## config.mk

```make
export PLATFORM = sky130hd
export DESIGN_NAME = hamming_secded_codec_flat
export DESIGN_NICKNAME = d
export VERILOG_FILES = /design/src/design/hsc_pkg.sv /design/src/design/hsc_in_if.sv /design/src/design/hsc_out_if.sv /design/src/design/hamming_secded_codec.sv /design/src/flat_wrapper.sv
export SDC_FILE = /design/constraint.sdc
export NUM_CORES = 1
export LEC_CHECK = 0
export BUFFER_PORTS_ARGS = -buffer_cell sky130_fd_sc_hd__buf_2
export CAP_MARGIN = 20
export CORE_ASPECT_RATIO = 1.5
export CORE_MARGIN = 3
export CORE_UTILIZATION = 61
export DETAILED_ROUTE_END_ITERATION = 7
export GPL_TIMING_DRIVEN = 0
export PLACE_DENSITY_LB_ADDON = 0.25
export SLEW_MARGIN = 20
export SYNTH_ARGS = -nofsm -noshare
export SYNTH_HDL_FRONTEND = slang
export SYNTH_SLANG_ARGS = --single-unit
```

## constraint.sdc

```tcl
create_clock -name i_clk -period 6.5 [get_ports i_clk]
set_input_delay 0.325 -clock i_clk [delete_from_list [all_inputs] [get_ports i_clk]]
set_output_delay 0.325 -clock i_clk [all_outputs]
set_load 0.05 [all_outputs]
```

## src/design/hsc_pkg.sv

```systemverilog
`default_nettype none
package hsc_pkg;

    localparam int MAX_CODE_BITS = 64;
    localparam int WORD_W        = 64;
    localparam int CFG_W         = 6;
    localparam int POS_W         = 7;
    localparam int SYN_W         = $clog2(MAX_CODE_BITS);
    localparam int CFG_RESET     = 57;

    typedef logic [WORD_W-1:0] t_word;
    typedef logic [CFG_W-1:0]  t_cfg;
    typedef logic [SYN_W-1:0]  t_syn;
    typedef logic [POS_W-1:0]  t_pos;

    typedef enum logic [1:0] {
        ST_CLEAN   = 2'd0,
        ST_SINGLE  = 2'd1,
        ST_OVERALL = 2'd2,
        ST_UNCORR  = 2'd3
    } t_status;

    // least m with 2^m >= k + m + 1
    function automatic int parity_count(input int k);
        int m;
        m = 1;
        for (int i = POS_W; i >= 1; i--) begin
            if ((1 << i) >= k + i + 1) begin
                m = i;
            end
        end
        return m;
    endfunction

    function automatic int k_max();
        int k;
        k = 1;
        for (int c = 1; c < MAX_CODE_BITS; c++) begin
            if (c + parity_count(c) + 1 <= MAX_CODE_BITS) begin
                k = c;
            end
        end
        return k;
    endfunction

    localparam int K_MAX = k_max();
    localparam int N_MAX = K_MAX + parity_count(K_MAX);

    // one-based codeword position of data bit d
    function automatic int data_pos(input int d);
        int cnt;
        int pos;
        cnt = 0;
        pos = 0;
        for (int p = 1; p <= MAX_CODE_BITS; p++) begin
            if ((p & (p - 1)) != 0) begin
                if (cnt == d) begin
                    pos = p;
                end
                cnt++;
            end
        end
        return pos;
    endfunction

    // positions whose index has bit j set
    function automatic t_word col_mask(input int j);
        t_word m;
        m = '0;
        for (int p = 1; p <= WORD_W; p++) begin
            if (((p >> j) & 1) != 0) begin
                m[p-1] = 1'b1;
            end
        end
        return m;
    endfunction

    function automatic t_cfg eff_k(input t_cfg v);
        t_cfg k;
        if (v == '0) begin
            k = CFG_W'(1);
        end else if (int'(v) > K_MAX) begin
            k = CFG_W'(K_MAX);
        end else begin
            k = v;
        end
        return k;
    endfunction

    function automatic t_cfg code_n(input t_cfg k);
        t_cfg m;
        m = '0;
        for (int i = POS_W; i >= 1; i--) begin
            if ((POS_W+1)'(1 << i) >= (POS_W+1)'(k) + (POS_W+1)'(i + 1)) begin
                m = CFG_W'(i);
            end
        end
        return k + m;
    endfunction

endpackage
`default_nettype wire

```

## src/design/hsc_in_if.sv

```systemverilog
`default_nettype none
interface hsc_in_if;
    logic                 valid;
    logic                 ready;
    logic                 kind;
    hsc_pkg::t_word       in_word;

    modport source (output valid, output kind, output in_word, input ready);
    modport sink   (input valid, input kind, input in_word, output ready);
endinterface
`default_nettype wire

```

## src/design/hsc_out_if.sv

```systemverilog
`default_nettype none
interface hsc_out_if;
    logic                 valid;
    logic                 ready;
    hsc_pkg::t_word       out_word;
    logic [1:0]           status;
    hsc_pkg::t_pos        error_position;

    modport source (output valid, output out_word, output status, output error_position,
                    input ready);
    modport sink   (input valid, input out_word, input status, input error_position,
                    output ready);
endinterface
`default_nettype wire

```

## src/design/hamming_secded_codec.sv

```systemverilog
`default_nettype none
// Extended Hamming SECDED encoder/decoder. Each input word is an encode (kind 0: data bits
// from bit 0 become a codeword with parity at power-of-two positions and overall parity at
// bit n) or a decode (kind 1: syndrome check, single-bit correction, double-error detect,
// data extraction). The data width k comes from i_cfg_data (0 acts as 1, large values
// saturate so the codeword fits 64 bits); write it only while the pipe is empty. The
// datapath is four register stages (place, syndrome, correct/insert parity, gather), so a
// word is accepted every cycle when the output is not stalled; a stall freezes the stages
// behind it without dropping anything.
module hamming_secded_codec (
    input  wire logic                 i_clk,
    input  wire logic                 i_rst_n,
    input  wire logic                 i_cfg_we,
    input  wire hsc_pkg::t_cfg        i_cfg_data,
    hsc_in_if.sink                    i_in,
    hsc_out_if.source                 o_out
);

    localparam int W     = hsc_pkg::WORD_W;
    localparam int ND    = hsc_pkg::K_MAX;
    localparam int SW    = hsc_pkg::SYN_W;

    // configuration, derived at reset or write time
    hsc_pkg::t_cfg  r_n;
    hsc_pkg::t_word r_dmask, r_nmask, r_cmask;
    hsc_pkg::t_cfg  n_k, n_n;

    always_comb begin
        n_k = hsc_pkg::eff_k(i_rst_n ? i_cfg_data : hsc_pkg::CFG_W'(hsc_pkg::CFG_RESET));
        n_n = hsc_pkg::code_n(n_k);
    end

    always_ff @(posedge i_clk) begin
        if (!i_rst_n || i_cfg_we) begin
            r_n     <= n_n;
            r_dmask <= ~({W{1'b1}} << n_k);
            r_nmask <= ~({W{1'b1}} << n_n);
            r_cmask <= ~({W{1'b1}} << (hsc_pkg::POS_W'(n_n) + hsc_pkg::POS_W'(1)));
        end
    end

    // stage enables
    logic r_v1, r_v2, r_v3, r_v4;
    logic en1, en2, en3, en4;

    assign en4 = !r_v4 || o_out.ready;
    assign en3 = !r_v3 || en4;
    assign en2 = !r_v2 || en3;
    assign en1 = !r_v1 || en2;
    assign i_in.ready = en1;

    always_ff @(posedge i_clk) begin
        if (!i_rst_n) begin
            r_v1 <= 1'b0;
            r_v2 <= 1'b0;
            r_v3 <= 1'b0;
            r_v4 <= 1'b0;
        end else begin
            if (en1) r_v1 <= i_in.valid;
            if (en2) r_v2 <= r_v1;
            if (en3) r_v3 <= r_v2;
            if (en4) r_v4 <= r_v3;
        end
    end

    // stage 1: place data at non-power-of-two positions, or mask the received codeword
    hsc_pkg::t_word n_word1, scatter, dmasked;
    logic           r_kind1;
    hsc_pkg::t_word r_word1;

    assign dmasked = i_in.in_word & r_dmask;

    for (genvar d = 0; d < ND; d++) begin : g_scatter
        localparam int P = hsc_pkg::data_pos(d);
        assign scatter[P-1] = dmasked[d];
    end
    for (genvar p = 1; p <= W; p++) begin : g_pzero
        if ((p & (p - 1)) == 0 || p > hsc_pkg::data_pos(ND - 1)) begin : g_z
            assign scatter[p-1] = 1'b0;
        end
    end

    assign n_word1 = i_in.kind ? (i_in.in_word & r_cmask) : scatter;

    always_ff @(posedge i_clk) begin
        if (en1) begin
            r_kind1 <= i_in.kind;
            r_word1 <= n_word1;
        end
    end

    // stage 2: syndrome over positions 1..n, parity over the whole placed word
    hsc_pkg::t_syn  n_syn2;
    logic           r_kind2, r_par2;
    hsc_pkg::t_word r_word2;
    hsc_pkg::t_syn  r_syn2;

    always_comb begin
        for (int j = 0; j < SW; j++) begin
            n_syn2[j] = ^(r_word1 & r_nmask & hsc_pkg::col_mask(j));
        end
    end

    always_ff @(posedge i_clk) begin
        if (en2) begin
            r_kind2 <= r_kind1;
            r_word2 <= r_word1;
            r_syn2  <= n_syn2;
            r_par2  <= ^r_word1;
        end
    end

    // stage 3: insert parity bits (encode) or classify and correct (decode)
    hsc_pkg::t_word  n_word3;
    hsc_pkg::t_status n_status3;
    hsc_pkg::t_pos   n_epos3;
    logic            r_kind3;
    hsc_pkg::t_word  r_word3;
    hsc_pkg::t_status r_status3;
    hsc_pkg::t_pos   r_epos3;

    always_comb begin
        n_word3   = r_word2;
        n_status3 = hsc_pkg::ST_CLEAN;
        n_epos3   = '0;
        if (!r_kind2) begin
            for (int j = 0; j < SW; j++) begin
                n_word3[(1 << j) - 1] = r_syn2[j];
            end
            n_word3[r_n] = r_par2 ^ (^r_syn2);
        end else if (r_syn2 == '0) begin
            if (r_par2) begin
                n_status3 = hsc_pkg::ST_OVERALL;
                n_epos3   = hsc_pkg::POS_W'(r_n) + hsc_pkg::POS_W'(1);
            end
        end else if (!r_par2 || r_syn2 > r_n) begin
            n_status3 = hsc_pkg::ST_UNCORR;
        end else begin
            n_status3 = hsc_pkg::ST_SINGLE;
            n_epos3   = hsc_pkg::POS_W'(r_syn2);
            n_word3   = r_word2 ^ (hsc_pkg::t_word'(1) << (r_syn2 - hsc_pkg::SYN_W'(1)));
        end
    end

    always_ff @(posedge i_clk) begin
        if (en3) begin
            r_kind3   <= r_kind2;
            r_word3   <= n_word3;
            r_status3 <= n_status3;
            r_epos3   <= n_epos3;
        end
    end

    // stage 4: gather data bits back on decode
    hsc_pkg::t_word gather, n_word4;
    hsc_pkg::t_word r_word4;
    hsc_pkg::t_status r_status4;
    hsc_pkg::t_pos  r_epos4;

    for (genvar d = 0; d < W; d++) begin : g_gather
        if (d < ND) begin : g_d
            localparam int P = hsc_pkg::data_pos(d);
            assign gather[d] = r_word3[P-1];
        end else begin : g_z
            assign gather[d] = 1'b0;
        end
    end

    assign n_word4 = r_kind3 ? (gather & r_dmask) : r_word3;

    always_ff @(posedge i_clk) begin
        if (en4) begin
            r_word4   <= n_word4;
            r_status4 <= r_status3;
            r_epos4   <= r_epos3;
        end
    end

    assign o_out.valid          = r_v4;
    assign o_out.out_word       = r_word4;
    assign o_out.status         = r_status4;
    assign o_out.error_position = r_epos4;

endmodule
`default_nettype wire

```

## src/flat_wrapper.sv

```systemverilog
// flat-port wrapper written by rule: the top's interface ports become plain ports
module hamming_secded_codec_flat 
  (i_clk, i_rst_n, i_cfg_we, i_cfg_data, i_in_valid, i_in_kind, i_in_in_word, i_in_ready, o_out_valid, o_out_out_word, o_out_status, o_out_error_position, o_out_ready);
  hsc_in_if i_in_i ();
  hsc_out_if o_out_i ();
  input  wire logic i_clk;
  input  wire logic i_rst_n;
  input  wire logic i_cfg_we;
  input  wire hsc_pkg::t_cfg i_cfg_data;
  input wire logic [$bits(i_in_i.valid)-1:0] i_in_valid;
  input wire logic [$bits(i_in_i.kind)-1:0] i_in_kind;
  input wire logic [$bits(i_in_i.in_word)-1:0] i_in_in_word;
  output wire logic [$bits(i_in_i.ready)-1:0] i_in_ready;
  output wire logic [$bits(o_out_i.valid)-1:0] o_out_valid;
  output wire logic [$bits(o_out_i.out_word)-1:0] o_out_out_word;
  output wire logic [$bits(o_out_i.status)-1:0] o_out_status;
  output wire logic [$bits(o_out_i.error_position)-1:0] o_out_error_position;
  input wire logic [$bits(o_out_i.ready)-1:0] o_out_ready;
  assign i_in_i.valid = i_in_valid;
  assign i_in_i.kind = i_in_kind;
  assign i_in_i.in_word = i_in_in_word;
  assign i_in_ready = i_in_i.ready;
  assign o_out_valid = o_out_i.valid;
  assign o_out_out_word = o_out_i.out_word;
  assign o_out_status = o_out_i.status;
  assign o_out_error_position = o_out_i.error_position;
  assign o_out_i.ready = o_out_ready;
  hamming_secded_codec u_core (.i_clk(i_clk), .i_rst_n(i_rst_n), .i_cfg_we(i_cfg_we), .i_cfg_data(i_cfg_data), .i_in(i_in_i), .o_out(o_out_i));
endmodule
```

-- Word-level counts from Yosys, hierarchy flattened
Cells that the tools add are included.
- magnitude comparators: 11
- divide/modulo/power cells: 0
- bitwise gates (word level): 9
- add/sub/neg operators: 11
- reductions and logical operators: 23
- equality and inequality tests: 0
- shift operators: 4
- multipliers: 0
- multiplexer cells: 24
- operators by type and width (kind ; count):
    64-bit XOR reduction ; 7
    64-bit two-way mux ; 4
    64-bit NOT ; 2
    57-bit by 64-bit bitwise AND with 64-bit output ; 1
    64-bit bitwise AND ; 1
    64-bit bitwise mux ; 1
    1-bit by 6-bit left shift with 64-bit output (first input constant) ; 1
    64-bit by 6-bit left shift with 63-bit output (first input constant) ; 1
    64-bit by 6-bit left shift with 64-bit output (first input constant) ; 1
    64-bit by 7-bit left shift with 64-bit output (first input constant) ; 1
    64-bit bitwise XOR ; 1
    63-bit bitwise AND ; 1
    63-bit two-way mux ; 1
    63-bit NOT ; 1
    6-bit two-way mux ; 10
    57-bit bitwise AND ; 1
    6-bit by 3-bit adder with 7-bit output (second input constant) ; 4
    6-bit by 1-bit adder with 7-bit output (second input constant) ; 2
    6-bit by 2-bit adder with 7-bit output (second input constant) ; 2
    7-bit two-way mux ; 2
    6-bit logical NOT ; 2
    2-bit by 8-bit greater-or-equal comparator with 1-bit output (first input constant) ; 1
    3-bit by 8-bit greater-or-equal comparator with 1-bit output (first input constant) ; 1
    4-bit by 8-bit greater-or-equal comparator with 1-bit output (first input constant) ; 1
    20 further kinds ; 32
- logic and storage cells: 104
- flip-flop bits (word level): 485
- bits in latches: 0
- input port bits: 76
- bits in read-only memories: 0
- memories kept: 0
- bits in writable memories: 0
- output and inout port bits: 75

-- Logic depth before layout (Yosys ltp)
- word-level depth: 17
- gate-level depth with buffers: 25
- gate-level depth less buffers: 21

-- Least setup slack after synthesis
OpenSTA, ideal clock, no wires.
- path type: input to register
- start: input i_rst_n
- end: register u_core.r_cmask[0] (enable)
- path slack: 0.960 ns
- required time: 5.917 ns
- buffers on the path: 2
- setup time: 0.583 ns
- stages on the path: 3
- arrival time: 4.957 ns
- path through: buf_4 clkbuf_1 nand2b_1
- longest elaborated chain between the ends: 2
- ends and longest elaborated chain (element ; line ; source):
    from (decl) ; flat_wrapper.sv:7 ; input wire logic i_rst_n;
    1-bit logical NOT ; hamming_secded_codec.sv:34 ; if (!i_rst_n || i_cfg_we) begin
    1-bit logical OR ; hamming_secded_codec.sv:34 ;
    to (signal assigned) ; hamming_secded_codec.sv:38 ; r_cmask <= ~({W{1'b1}} << (hsc_pkg::POS_W'(n_n) + hsc_pkg::POS_W'(1)));
    to (decl) ; hamming_secded_codec.sv:25 ; hsc_pkg::t_word r_dmask, r_nmask, r_cmask;
No other way between the ends.
A chain may end at the register's enable or synchronous reset.

-- Final worst setup path
- start: input i_cfg_data[4]
- end: register u_core.r_cmask[30], data pin
- longest elaborated chain between the ends: 17
- elaborated cells between the ends (all ways): 30
- classes of those cells: 9 x add/sub; 8 x order compare; 1 x shift; 10 x mux; 1 x bitwise; 1 x reduce/logical
- ends and longest elaborated chain (element ; line ; source):
    from (decl) ; flat_wrapper.sv:9 ; input wire hsc_pkg::t_cfg i_cfg_data;
    6-bit two-way mux * ; hamming_secded_codec.sv:29 ; n_k = hsc_pkg::eff_k(i_rst_n ? i_cfg_data : hsc_pkg::CFG_W'(hsc_pkg::CFG_RESET));
    6-bit > comparator ; hsc_pkg.sv:82 ; end else if (int'(v) > K_MAX) begin
    6-bit two-way mux ; hsc_pkg.sv:82 ;
    6-bit two-way mux * ; hsc_pkg.sv:80 ; if (v == '0) begin
    6-bit by 4-bit adder with 7-bit output ; hsc_pkg.sv:94 ; if ((POS_W+1)'(1 << i) >= (POS_W+1)'(k) + (POS_W+1)'(i + 1)) begin
    8-bit greater-or-equal comparator ; hsc_pkg.sv:94 ;
    3-bit two-way mux ; hsc_pkg.sv:94 ;
    6-bit two-way mux (6 in a row) ; hsc_pkg.sv:94 ;
    6-bit adder * ; hsc_pkg.sv:98 ; return k + m;
    net u_core.n_n[1] ; hamming_secded_codec.sv:26 ; hsc_pkg::t_cfg n_k, n_n;
    6-bit by 1-bit adder with 7-bit output * ; hamming_secded_codec.sv:38 ;
    64-bit by 7-bit left shift with 64-bit output * ; hamming_secded_codec.sv:38 ;
    64-bit NOT * ; hamming_secded_codec.sv:38 ;
Mark *: on every way through the listed nets, which the timed path passes. The rest lies on a longest branch.

==> metrics.md <==
| Metric | Value |
|---|---|
| Status | `complete, no violations` |
| Pwr Density | `444.9 nW/um2` |
| Setup violators final | `0` |
| Post-Syn Instances | `2181` |
| Post-Syn Area | `24320 um2` |
| Maximum VDD drop | `0.4485 mV` |
| Setup_tns | `0 ns` |
| CTS tree | `yes` |
| Antenna Nets Post-Route | `0` |
| Clk sinks | `477` |
| FP Rows | `89` |
| Core footprint | `39310 um2` |
| IO Pins | `151` |
| CP Class | `input pin to register` |
| Max stage delay on crit path | `0.68 ns` |
| Synth cell types | `81` |
| HPWL after DPL | `69.35 mm` |
| Nets@finish | `2494` |
| Fin crit share | `0.9073` |
| Largest net degree at the start of global routing | `69` |
| DIE AREA | `42360 um2` |
| First-pass detailed-route iteration total | `6` |
| CP max-delay cell | `fa_1` |
| Min cycle time layout | `5.897 ns` |
| Static Leak | `10.03 nW` |
| Worst min-delay path class | `input pin to register` |
| H-tree depth | `2` |
| Data required time of the critical path | `6.79 ns` |
| Detailed router's first-iteration violation count | `2888` |
| Vias post-DR | `19930` |
| Clock tree buffer depth | `3` |
| Initial antenna violation count | `6` |
| Final clock skew | `0.01260 ns` |
| Total design power | `0.01218 W` |
| Top post-synthesis cells by count | `473 x edfxtp_1, 236 x nand2_1, 221 x o21ai_0` |
| Min-Delay Endpoint | `u_core.r_word1[63]` |
| Reg2reg setup slack | `2.09 ns` |
| Reg2reg start | `u_core.r_syn2[3]` |
| Crit. End Element | `register` |
| Gr ovfl total | `0` |
| Hold buffer count at CTS | `0` |
| Tot GR Track Use | `0.4152` |
| DIE WIDTH | `169.0 um` |
| Worst-margin pin slew | `1.322 ns` |
| Global-route wire length before repair | `126.5 mm` |
| Die Ht | `250.6 um` |
| Area leader, netlist | `edfxtp_1` |
| Buffers on Ports | `149` |
| Hold Vio Cnt, Final | `0` |
| Synth async-reset ratio | `0` |
| WL per Instance | `30.64 um` |
| Worst setup SP type | `input pin` |
| Clk pin slew, worst setup/hold paths | `0.06 ns` |
| Max Slew Vio Count | `0` |
| Vias per Instance | `6.831` |
| DRC viols | `0` |
| EDFF count, synth | `473` |
| Slew headroom | `0.1074` |
| Placer congestion estimate | `1.065` |
| Post-Syn Area per Cell | `11.15 um2` |
| RSZ-0062 raised after global routing | `false` |
| Worst Min Path Start | `i_in_in_word[63]` |
| Synth area leaders | `edfxtp_1 58%, xnor2_1 5.9%, o21ai_0 4.5%, nand3_1 4.0%, nand2_1 3.6%` |
| Synth Register Bits | `477` |
| Synth top area share | `0.5839` |
| Register area share after synthesis | `0.5872` |
| Most numerous cell in the Yosys netlist | `edfxtp_1` |
| Initial Util | `0.6188` |
| Most common cell on crit path | `ha_1` |
| Syn Nets | `2294` |
| WL final | `89.40 mm` |
| Worst hold stages | `2` |
| Post-CTS setup buffers | `0` |
| Layout cell share with drive strength beyond 1 | `0.1165` |
| Vias in the first global route | `18730` |
| Yosys warns | `0` |
| Clock root buffer | `clkbuf_16` |
| TritonCTS buffer count | `42` |
| R2R cell count | `7` |
| Worst EP arrival | `6.18 ns` |
| Max-Cap Viols | `0` |
| Final core occ | `0.6965` |
| Ys flop type | `edfxtp_1` |
| Achievable clock frequency | `169.6 MHz` |
| CTS resizes | `0` |
| Worst-Skew Late Latency | `0.57 ns` |
| Area Overhead vs Synth | `12.56%` |
| CP max FO | `12` |
| R2R Path End | `u_core.r_word3[34]` |
| CP cell instances | `buf_2 -> buf_4 -> nand3_1 -> and3_1 -> clkbuf_1 -> ha_1 -> clkbuf_1 -> a21oi_1 -> a211oi_1 -> nor3_1 -> o31ai_1 -> ha_1 -> fa_1 -> ha_1 -> inv_1 -> ha_1 -> clkbuf_1 -> nand2b_1 -> o21ai_0` |
[how the worst max path moves through the flow]
stage | from | endpoint | slack, ns | depth (start not counted)
2_1_floorplan | i_rst_n | u_core.r_cmask[0] | 0.96 | 3
3_3_place_gp | i_rst_n | u_core.r_nmask[32] | -0.75 | 4
3_5_place_dp | i_cfg_data[4] | u_core.r_cmask[30] | 0.30 | 19
4_1_cts | i_cfg_data[4] | u_core.r_cmask[24] | 0.85 | 19
5_1_grt | i_cfg_data[4] | u_core.r_cmask[25] | 0.26 | 19
6_report | i_cfg_data[4] | u_core.r_cmask[30] | 0.60 | 19
[cells by family (layout without fill, tap and decap cells)]
kind of cell,after synthesis,in the layout,share of synthesized area
multiplexers,47,47,0.01965
adder cells (fa/ha/maj),37,37,0.01934
flip-flops,477,477,0.5872
buffers and inverters,226,456,0.03796
AO/OA/AOI/OAI,406,406,0.1030
XOR/XNOR,195,195,0.07160
other,1,8,0.0001542
AND/OR/NAND/NOR,792,792,0.1611
[per-layer routing]
| metal | routed length (um) | track usage | vias to the layer above | share of wire |
|---|---|---|---|---|
| li1 | - | - | 8366 | - |
| met1 | 28020 | 0.4801 | 9414 | 0.31 |
| met2 | 42330 | 0.6825 | 1708 | 0.47 |
| met3 | 10340 | 0.08541 | 445 | 0.12 |
| met4 | 8709 | 0.3032 | 0 | 0.097 |
| met5 | 0 | 0 | - | 0 |
[critical path, delay by kind of cell]
family	cells	cell delay (ns)
buffers and inverters	6	1.95
adder cells (fa/ha/maj)	5	1.86
AO/OA/AOI/OAI	4	1.13
AND/OR/NAND/NOR	4	0.90
[placed cells by master (no fill, tap or decap), types with 53 or more instances in the layout]
master,synthesis,layout
edfxtp_1,473,473
nand2_1,236,234
o21ai_0,221,221
nand3_1,193,193
xnor2_1,163,163
buf_2,12,161
nor2_1,149,149
clkbuf_1,101,106
inv_1,94,92
a21oi_1,53,53
[flip-flops by register name, summed over array words and instances (netlist names), 2 cells and up]
name                         count
u_core.o_out.out_word           64
u_core.r_cmask                  64
u_core.r_word1                  64
u_core.r_word2                  64
u_core.r_word3                  64
u_core.r_nmask                  63
u_core.r_dmask                  57
u_core.o_out.error_position      7
u_core.r_epos3                   7
u_core.r_syn2                    6
u_core.r_n                       5
u_core.o_out.status              2
u_core.r_status3                 2
[power breakdown]
part	internal, W	switching (W)
sequential	0.00428	0.000592
clock	0.00154	0.00114
combinational	0.00140	0.00323
total	0.00722	0.00496
[stage by stage]
step                hold slack, ns  cells  cell area [um2]  setup WS (ns)
floorplan                   0.4003   2181            24320         0.9600
global placement            0.4012   2830            25700        -0.7505
detailed placement          0.4123   2837            25910         0.3027
CTS                        0.05816   2911            27360         0.8545
global route               0.09989   2911            27360         0.2579
finish                     0.08417   2918            27380         0.6026
[cell type report]
| cell class | count | area (um2) |
|---|---|---|
| Clock buffer | 48 | 1095 |
| Inverter | 102 | 405.4 |
| Tap cell | 500 | 625.6 |
| Clock inverter | 26 | 357.8 |
| Multi-Input combinational cell | 1478 | 9140 |
| Fill cell | 2764 | 11930 |
| Buffer | 124 | 523.0 |
| Timing Repair Buffer | 156 | 930.9 |
| Sequential cell | 477 | 14280 |
| Antenna cell | 7 | 17.52 |
Note: power is estimated with default switching activity, not from simulation.
